File: config.mk
export PLATFORM = sky130hd
export DESIGN_NAME = ipr_front
export DESIGN_NICKNAME = d
export VERILOG_FILES = /design/src/sv/ipr_pkg.sv /design/src/sv/ipr_front.sv
export VERILOG_INCLUDE_DIRS = /design/src /design/src/sv
export SDC_FILE = /design/constraint.sdc
export NUM_CORES = 1
export LEC_CHECK = 0
export BUFFER_PORTS_ARGS = -buffer_cell sky130_fd_sc_hd__buf_2
export CORE_MARGIN = 1
export CORE_UTILIZATION = 49
export DETAILED_ROUTE_END_ITERATION = 8
export PLACE_DENSITY = 0.89
export SLEW_MARGIN = 20
export SYNTH_ARGS = -nofsm -noshare
export SYNTH_HDL_FRONTEND = slang
export SYNTH_SLANG_ARGS = --single-unit
File: constraint.sdc
create_clock -name clk -period 3.25 [get_ports clk]
set_clock_uncertainty 0.2 [all_clocks]
set_input_delay 0.325 -clock clk [delete_from_list [all_inputs] [get_ports clk]]
set_output_delay 0.325 -clock clk [all_outputs]
set_load 0.01 [all_outputs]
File: src/sv/assert_macros.svh
// Assertion macros shared by the scaler modules.
// Each macro expects signals named clk and arst_n in the including module.
`ifndef ASSERT_MACROS_SVH
`define ASSERT_MACROS_SVH

// Property that must hold at every clock edge outside reset.
`define ASSERT_ALWAYS(lbl, prop, msg) \
	lbl: assert property (@(posedge clk) disable iff (!arst_n) (prop)) else $error(msg);

// Same-cycle implication.
`define ASSERT_IMPLY(lbl, ante, cons, msg) \
	lbl: assert property (@(posedge clk) disable iff (!arst_n) (ante) |-> (cons)) else $error(msg);

// Next-cycle implication.
`define ASSERT_NEXT(lbl, ante, cons, msg) \
	lbl: assert property (@(posedge clk) disable iff (!arst_n) (ante) |=> (cons)) else $error(msg);

`endif

File: src/sv/ipr_pkg.sv
// Shared types, constants and helper functions for the pixel replication scaler.
// Used by ipr_front, ipr_back and the top level; depends on nothing.
package ipr_pkg;

	localparam int MAX_ROW_PIXELS = 4096;
	localparam int MAX_SCALE      = 100;
	localparam int ADDR_W         = $clog2(MAX_ROW_PIXELS);
	localparam int COL_W          = ADDR_W + 1;
	localparam int FACTOR_W       = 7;
	localparam int RGB_W          = 24;
	localparam int PAD_W          = 2;
	localparam int CFG_W          = 13;
	localparam int QDEPTH         = 4;
	localparam int QPTR_W         = $clog2(QDEPTH);
	localparam int QCNT_W         = QPTR_W + 1;

	// Command codes; also used as the phase the block expects next.
	typedef enum logic [0:0] {
		CMD_PIXEL = 1'b0,
		CMD_TICK  = 1'b1
	} cmd_t;

	// Configuration register indexes.
	typedef enum logic [0:0] {
		REG_SCALE = 1'b0,
		REG_ROW   = 1'b1
	} reg_idx_t;

	// One finished result transaction.
	typedef struct packed {
		logic [RGB_W-1:0]    rgb;
		logic [FACTOR_W-1:0] repeat_cnt;
		logic                row_end;
		logic [PAD_W-1:0]    pad;
		logic                expect_next;
		logic                bad_cmd;
	} result_t;

	// Classified item handed from the front to the back.
	typedef struct packed {
		logic    use_store;
		result_t res;
	} item_t;

	// Line store access issued by the front.
	typedef struct packed {
		logic              we;
		logic [ADDR_W-1:0] addr;
		logic [RGB_W-1:0]  wdata;
	} ram_req_t;

	// Padding to bring row*factor*3 bytes to a multiple of four.
	// Only the low two bits of row length and factor matter.
	function automatic logic [PAD_W-1:0] pad_calc(input logic [1:0] r, input logic [1:0] f);
		logic [3:0] prod;
		logic [5:0] bytes;
		prod  = {2'b00, r} * {2'b00, f};
		bytes = {2'b00, prod} * 6'd3;
		return PAD_W'(3'd4 - {1'b0, bytes[1:0]});
	endfunction

endpackage

File: src/sv/ipr_front.sv
// Front part: configuration registers, command classification, row/pass state
// and line store requests. Depends on ipr_pkg and assert_macros.svh.
`include "assert_macros.svh"

module ipr_front (
	input  logic                       clk,
	input  logic                       arst_n,
	input  logic                       wr_en,
	input  logic                       wr_index,
	input  logic [ipr_pkg::CFG_W-1:0]  wr_data,
	input  logic                       accept,
	input  logic                       cmd,
	input  logic [ipr_pkg::RGB_W-1:0]  rgb,
	output ipr_pkg::ram_req_t          ram_req,
	output logic                       item_valid,
	output ipr_pkg::item_t             item
);
	import ipr_pkg::*;

	logic [FACTOR_W-1:0] scale_q;
	logic [CFG_W-1:0]    rowpix_q;
	logic [ADDR_W-1:0]   column_q;
	logic [FACTOR_W-1:0] pass_q;
	cmd_t                phase_q;

	logic [FACTOR_W-1:0] eff_f;
	logic [COL_W-1:0]    eff_row;
	logic                match;
	logic [COL_W-1:0]    col_next;
	logic                last;
	logic [FACTOR_W:0]   pass_next;
	logic                pass_done;
	logic                step;

	// Configuration writes.
	always_ff @(posedge clk or negedge arst_n) begin
		if (!arst_n) begin
			scale_q  <= FACTOR_W'(1);
			rowpix_q <= CFG_W'(1);
		end else if (wr_en) begin
			if (wr_index == REG_SCALE) begin
				scale_q <= wr_data[FACTOR_W-1:0];
			end else begin
				rowpix_q <= wr_data;
			end
		end
	end

	// Clamp the registers to their usable ranges.
	always_comb begin
		if (scale_q == '0) begin
			eff_f = FACTOR_W'(1);
		end else if (scale_q > FACTOR_W'(MAX_SCALE)) begin
			eff_f = FACTOR_W'(MAX_SCALE);
		end else begin
			eff_f = scale_q;
		end
		if (rowpix_q == '0) begin
			eff_row = COL_W'(1);
		end else if (COL_W'(rowpix_q) > COL_W'(MAX_ROW_PIXELS)) begin
			eff_row = COL_W'(MAX_ROW_PIXELS);
		end else begin
			eff_row = COL_W'(rowpix_q);
		end
	end

	// Classify the incoming transaction against the current phase.
	assign match     = (cmd_t'(cmd) == phase_q);
	assign step      = accept && match;
	assign col_next  = {1'b0, column_q} + COL_W'(1);
	assign last      = (col_next >= eff_row);
	assign pass_next = {1'b0, pass_q} + (FACTOR_W + 1)'(1);
	assign pass_done = (pass_next >= {1'b0, eff_f});

	// Column, replay pass and phase advance only on a matching command.
	always_ff @(posedge clk or negedge arst_n) begin
		if (!arst_n) begin
			column_q <= '0;
			pass_q   <= '0;
			phase_q  <= CMD_PIXEL;
		end else if (step) begin
			if (last) begin
				column_q <= '0;
				if (pass_done) begin
					pass_q  <= '0;
					phase_q <= CMD_PIXEL;
				end else begin
					pass_q  <= pass_next[FACTOR_W-1:0];
					phase_q <= CMD_TICK;
				end
			end else begin
				column_q <= col_next[ADDR_W-1:0];
			end
		end
	end

	// Pixels are written to the store; ticks read the same column back.
	assign ram_req.we    = step && (phase_q == CMD_PIXEL);
	assign ram_req.addr  = column_q;
	assign ram_req.wdata = rgb;

	// Build the classified item for the back part.
	always_comb begin
		item = '0;
		if (!match) begin
			item.res.expect_next = phase_q;
			item.res.bad_cmd     = 1'b1;
		end else begin
			item.use_store      = (phase_q == CMD_TICK);
			item.res.rgb        = rgb;
			item.res.repeat_cnt = eff_f;
			item.res.row_end    = last;
			item.res.pad        = last ? pad_calc(eff_row[1:0], eff_f[1:0]) : '0;
			if (last) begin
				item.res.expect_next = !pass_done;
			end else begin
				item.res.expect_next = phase_q;
			end
		end
	end

	assign item_valid = accept;

	`ASSERT_NEXT(a_bad_cmd_keeps_state, accept && !match, $stable(column_q) && $stable(pass_q) && $stable(phase_q), "rejected command changed row state")
	`ASSERT_ALWAYS(a_pass_in_range, pass_q < FACTOR_W'(MAX_SCALE), "replay pass count out of range")

endmodule

==> results of run 1 <==
==> sequential cells by signal (all words and copies together) (netlist names) <==
signal,cells
rowpix_q,13
column_q,12
phase_q,1
scale_q,7
pass_q,7
==> critical path, stage by stage, from the launching register on <==
cell and delay, ps:
dfrtp_1 420, buf_6 150, nand3_1 130, xnor2_2 170
ha_1 320, a21o_1 170, a21oi_2 160, o21ai_2 100
a221oi_2 380, nor2_2 80, mux2_4 310, buf_6 120
==> cell type report <==
class / instances / area [um2] / share of cell area [%]
well taps: 72 / 90.1 / 2.33
clock inverters: 2 / 35.0 / 0.905
clock buffers: 6 / 72.6 / 1.87
repair buffers: 145 / 815 / 21.0
multi-input cells: 240 / 1840 / 47.4
inverters: 4 / 18.8 / 0.485
flip-flops and latches: 40 / 1000 / 26.0
==> layer usage <==
layer / GRT usage (%) / vias to the layer above
met2: 49.8 / 135
met3: 4.60 / 26
met1: 29.9 / 1346
met5: 0 / -
met4: 9.45 / 0
li1: - / 1317
==> logic make-up (layout without fill, tap and decap cells) <==
| logic type | after synthesis | after routing |
|---|---|---|
| adders and majority gates | 23 | 23 |
| muxes | 21 | 21 |
| buffers and inverters | 41 | 157 |
| xor gates and xnor gates | 15 | 15 |
| AOI/OAI and AO/OA | 51 | 51 |
| DFF | 40 | 40 |
| and+or+nand+nor | 130 | 130 |
==> cell usage in the layout, fill, tap and decap left out, types with 4 or more instances in the layout <==
cell	instances
a21oi_1	7
clkbuf_8	5
nor2b_1	27
o21ai_0	16
nor2_1	21
and3_4	4
xnor2_1	5
xnor2_2	4
buf_2	115
nand2_2	5
ha_1	21
dfrtp_1	37
mux2_2	20
nand2_1	40
buf_4	26
a22o_1	7
xor2_1	4
nand3_1	7
==> metrics by stage <==
| step | instances | total power (W) | hold WS, ps | util, % |
|---|---|---|---|---|
| floorplan | 321 | 0.00139 | -171 | - |
| global placement | 483 | 0.00174 | 288 | 60.8 |
| detailed placement | 483 | 0.00179 | 296 | 60.8 |
| CTS | 509 | 0.00232 | 60.4 | 67.1 |
| global route | 509 | 0.00253 | 67.4 | 68.6 |
| finish | 509 | 0.00238 | 63.6 | 68.6 |
==> power groups by stage <==
stage / Sequential (W) / Combinational [W] / Clock (W)
after floorplan: 0.000696 / 0.000697 / 0
after global placement: 0.000672 / 0.00107 / 0
after detailed placement: 0.000679 / 0.00111 / 0
after CTS: 0.000677 / 0.00124 / 0.000408
after global routing: 0.000694 / 0.00141 / 0.000429
final: 0.000684 / 0.00130 / 0.000401
==> timing repair <==
item	CTS	global route
pin swaps	17	7
hold buffers	1	0
buffers inserted	17	2
endpoints found under the hold margin	38	0
endpoints found under the setup margin	3	4
gates resized for setup	25	18
==> worst max-delay path by stage <==
| stage | from | to | slack (ps) | depth (start not counted) |
|---|---|---|---|---|
| detailed placement | column_q[7] | item[3] | 20 | 11 |
| floorplan | column_q[5] | item[1] | 90 | 10 |
| finish | column_q[0] | item[1] | -90 | 11 |
| global route | rowpix_q[12] | item[1] | -160 | 10 |
| global placement | column_q[0] | item[3] | 130 | 11 |
| CTS | rowpix_q[11] | item[1] | -40 | 11 |
==> metrics.yaml, run 1 <==
critPathKind: "register to output port"
power.density_nw_per_um2: 616
p_leak_nw: 1.98
swShare_pct: 41.3
cts_tree: "done"
yosys-top-cells-area: "dfrtp_1, ha_1, mux2_2"
top_layer: "met4"
muxShareOfSynthArea_pct: 8.07
finalSetupViolations: 3
cts_num_sinks: 40
fin_nets: 502
fin_ws_ps: -86.4
hold_viol_final: 0
whs_path_depth: 3
outcome: "finished, violations left"
start_util_pct: 51.9
finalCriticalPeriod_ps: 3340
synthCells: 321
cts_buffers: 5
r2r-end: "pass_q[5]"
path_max_fanout: 5
portBuffers: 117
synth.top_cell.area_share_pct: 32.5
overflow: 0
ys_warn_count: 0
met3_length_um: 520
route.detailed.drc: 0
place_congestion: 0.859
ys_seq_elements: 40
max_slew_margin_pct: 41.5
critical_path_arrival_ps: 2810
ant_nets: 0
die_y_um: 79.3
hold_end: "scale_q[6]"
clk_pin_slew_ps: 80
worstMarginPinSlew_ps: 877
grt_pass1_wl_um: 12700
grt_pass1_vias: 2769
p_seq_share_pct: 28.7
reg2reg_from: "pass_q[0]"
fp.dieW_um: 79.3
diodes: 0
cts-root-buf: "clkbuf_8"
cts_htree_levels: 2
die-area_um2: 6290
ys_seq_area_share_pct: 34.3
ff2ff_path_depth: 11
synth_compound_area_share_pct: 12.0
syn2layout_area_growth_pct: 32.2
hpwl_um: 5870
place_area_um2: 3430
grt_max_degree: 41
required_ps: 2720
internal_power_w: 0.00140
synthSimpleGateAreaFrac_pct: 22.4
cap_violations: 0
synth.distinct_cells: 43
synthArstFlopShare_pct: 100
synth_common_cells: "nand2_1, dfrtp_1, nor2b_1, buf_4, nor2_1"
routed_via_density: 5.55
worstHoldStart: "wr_data[6]"
drtIter0Drc: 192
yosysTopAreaCell: "dfrtp_1"
routed_wl_um: 8330
ys.flop_type: "dfrtp_1"
synth_xor_area_share_pct: 4.49
post-route-cell-area_um2: 3870
hold_path_class: "input port to register"
place_ws_ps: 24.7
met1_length_um: 3130
synth_area_um2: 2930
dr_total_vias: 2824
synth_top_family_by_area: "simple AND/OR/NAND/NOR gates"
fillers: 440
dr.pass1.iters: 4
synth_nets: 387
max_freq_mhz: 300
rows: 27
fin_crit_sh_pct: 103
failed_checks: "setup timing"
drive_gt1_share_pct: 50.1
wl_per_cell_um: 16.4
reg2reg_slack_ps: 280
clockPowerShare_pct: 16.8
core_area_um2: 5640
rsz0062_at_grt: "yes"
grtUsageTotal_pct: 26.6
yosysMostFrequentCell: "nand2_1"
end_kind: "output port"
route.met2.wl_um: 4470
cp-start-kind: "register"
synthAdderAreaFrac_pct: 9.82
antenna_found_initial: 0
p_switching_w: 0.000985
clk_latency_ps: 290
slew_violations: 0
ios: 118
combPwrFrac_pct: 54.5
avgSynthCellArea_um2: 9.12
worst_ir_drop_vdd_uv: 593
synth_edf_count: 0
tns_ps: -157
cts_buffer_depth: 2
No activity file was read; power rests on OpenSTA's default activity.
==> run 2, diff against run 1 <==
--- a/config.mk
+++ b/config.mk
@@ -8,10 +8,10 @@
 export LEC_CHECK = 0
 export BUFFER_PORTS_ARGS = -buffer_cell sky130_fd_sc_hd__buf_2
 export CORE_MARGIN = 1
-export CORE_UTILIZATION = 49
+export CORE_UTILIZATION = 35
 export DETAILED_ROUTE_END_ITERATION = 8
-export PLACE_DENSITY = 0.89
-export SLEW_MARGIN = 20
+export PLACE_DENSITY = 0.69
+export SLEW_MARGIN = 30
 export SYNTH_ARGS = -nofsm -noshare
 export SYNTH_HDL_FRONTEND = slang
 export SYNTH_SLANG_ARGS = --single-unit
==> run 2 against run 1 <==
  * The run still ends with setup timing left
  * Fmax decreased by 0.41%
  * Register-to-register slack worse by 120 ps
  * Critical path depth is the same
  * Worst setup slack got worse by 14 ps
  * Sequential power down 1%
  * Die area up 39%
  * First-iteration DRC count shrank 43%
  * Clock-buffer cell count up 2
  * Sequential share of layout area is 0.31 points higher
  * Via count shrank 4.6%
  * Power decreased by 4.7%
  * Highest routed layer unchanged
==> metrics.yaml, run 2 (synthesis results as in run 1) <==
die-area_um2: 8740  # +39%
power.density_nw_per_um2: 594  # -3.6%
finalSetupViolations: 3  # unchanged
route.met2.wl_um: 3870  # -13%
seqCellArea_um2: 1000  # unchanged
top_layer: "met4"
cts-root-buf: "clkbuf_8"
portBuffers: 117  # unchanged
max_freq_mhz: 298  # -0.41%
largest_register_ffs: 13  # unchanged
cp-start-kind: "register"
place_ws_ps: 85.8  # +61.1 ps
final_common_cell: "buf_2"
start_util_pct: 35.8  # -16 points
final_cell_mix: "buf_2, nand2_1, dfrtp_1"
worstMarginPinSlew_ps: 707  # -170 ps
antenna_found_initial: 0  # unchanged
hold_ws_ps: 62.2  # -1.33 ps
critical_path_arrival_ps: 2830  # +20 ps
failed_checks: "setup timing"
drtIter0Drc: 109  # -43%
die_y_um: 93.5  # +18%
wl_per_cell_um: 14.0  # -15%
rsz0062_at_grt: "yes"
crit_slowest_cell: "dfrtp_1"
largestRegisters: "rowpix_q x13, column_q x12"
cts_htree_levels: 2  # unchanged
grtUsageTotal_pct: 17.4  # -9.2 points
clk_pin_slew_ps: 70  # about the same
cp_cell_sequence: "nor4_2, a31oi_1, nor2_1, ha_1, nand2b_4, a21oi_2, o21ai_2, a221oi_2, nor2_1, mux2_4, buf_6"
worst_ir_drop_vdd_uv: 217  # -63%
ant_nets: 0  # unchanged
fp.dieW_um: 93.5  # +18%
dr_total_vias: 2695  # -4.6%
routed_via_density: 4.97  # -10%
path_max_fanout: 2  # -3
cts_buffer_depth: 2  # unchanged
routed_wl_um: 7570  # -9.1%
fin_crit_sh_pct: 103  # +0.42 points
hpwl_um: 5720  # -2.5%
cp_common_cell: "nor2_1"
ios: 118  # unchanged
slew_violations: 0  # unchanged
cp_top_family: "simple AND/OR/NAND/NOR gates"
rows: 33  # +22%
fin_ws_ps: -100  # -13.8 ps
met1_length_um: 3240  # +3.7%
outcome: "finished, violations left"
diodes: 0  # unchanged
cts_tree: "done"
hold_viol_final: 0  # unchanged
cts_num_sinks: 40  # unchanged
end_kind: "output port"
met3_length_um: 299  # -43%
multi_input_area_um2: 1760  # -3.9%
fillers: 794  # +80%
path_buf_inv: 1  # -1
grt_max_degree: 41  # unchanged
max_slew_margin_pct: 52.9  # +11 points
route.detailed.drc: 0  # unchanged
critPathKind: "register to output port"
drive_gt1_share_pct: 47.8  # -2.3 points
final_core_util_pct: 46.8  # -22 points
cap_violations: 0  # unchanged
cts_buffers: 5  # unchanged
hold_path_class: "input port to register"
clk_latency_ps: 290  # about the same
core_area_um2: 8180  # +45%
grt_pass1_vias: 2531  # -8.6%
required_ps: 2720  # about the same
largest_register: "rowpix_q"
grt_pass1_wl_um: 12000  # -5.5%
overflow: 0  # unchanged
fin_nets: 502  # unchanged
syn2layout_area_growth_pct: 30.6
place_congestion: 0.892  # +3.8%
slowest_delay_ps: 390  # -30 ps
p_leak_nw: 1.94  # -2.3%
finalCriticalPeriod_ps: 3350  # +13.8 ps
dr.pass1.iters: 4  # unchanged
run 2: cell types whose count changed in the layout (fill, tap and decap cells not counted), moves of 2 or more:
cell	change
and3_1	-2
and3_4	+2
nand2_1	+4
nand2_2	-3
nor2_1	+2
xnor2_1	+3
xnor2_2	-3
xor2_1	+2
xor2_2	-2
run 2: worst paths after layout:
kind | start | to | slack (ps) | cells past startpoint
min in group asynchronous | arst_n | scale_q[3] | 330 | 2
worst max-delay path | rowpix_q[4] | item[1] | -100 | 11
worst max register to register | rowpix_q[4] | column_q[0] | 160 | 12
max in group asynchronous | arst_n | rowpix_q[0] | 2130 | 2
worst min register to register | rowpix_q[8] | rowpix_q[8] | 340 | 1
worst min-delay path | wr_data[7] | rowpix_q[7] | 60 | 2
run 2: per-layer routing:
metal / up-vias / track usage (%)
met5: - / 0
met4: 0 / 5.90
met3: 16 / 2.52
met2: 84 / 30.0
met1: 1282 / 22.1
li1: 1313 / -
run 2: timing repair:
action / 4_1_cts / 5_1_grt
gates resized for setup: 12 / 18
endpoints found under the hold margin: 38 / 0
hold buffers: 1 / 0
endpoints found under the setup margin: 3 / 3
buffers inserted: 5 / 10
pin swaps: 10 / 16
run 2: final cells by class:
| cell class | count | area share, % |
|---|---|---|
| Sequential cell | 40 | 26.3 |
| Multi-Input combinational cell | 240 | 46.1 |
| Timing Repair Buffer | 145 | 21.4 |
| Clock buffer | 8 | 2.35 |
| Inverter | 4 | 0.491 |
| Tap cell | 105 | 3.43 |
run 2: stage by stage:
| stage | cell area, um2 | std cells | setup TNS [ps] | total power (W) |
|---|---|---|---|---|
| after global placement | 3490 | 518 | 0 | 0.00176 |
| after floorplan | 2930 | 321 | 0 | 0.00139 |
| after detailed placement | 3490 | 518 | 0 | 0.00180 |
| final | 3830 | 542 | -181 | 0.00227 |
| after global routing | 3830 | 542 | -496 | 0.00244 |
| after CTS | 3680 | 532 | -74.7 | 0.00219 |
run 2: where the power goes:
| part | switching [W] | total, W | internal, W |
|---|---|---|---|
| Combinational | 0.000685 | 0.00126 | 0.000572 |
| Sequential | 0.0000839 | 0.000676 | 0.000592 |
| Clock | 0.000165 | 0.000338 | 0.000173 |
| Total | 0.000934 | 0.00227 | 0.00134 |
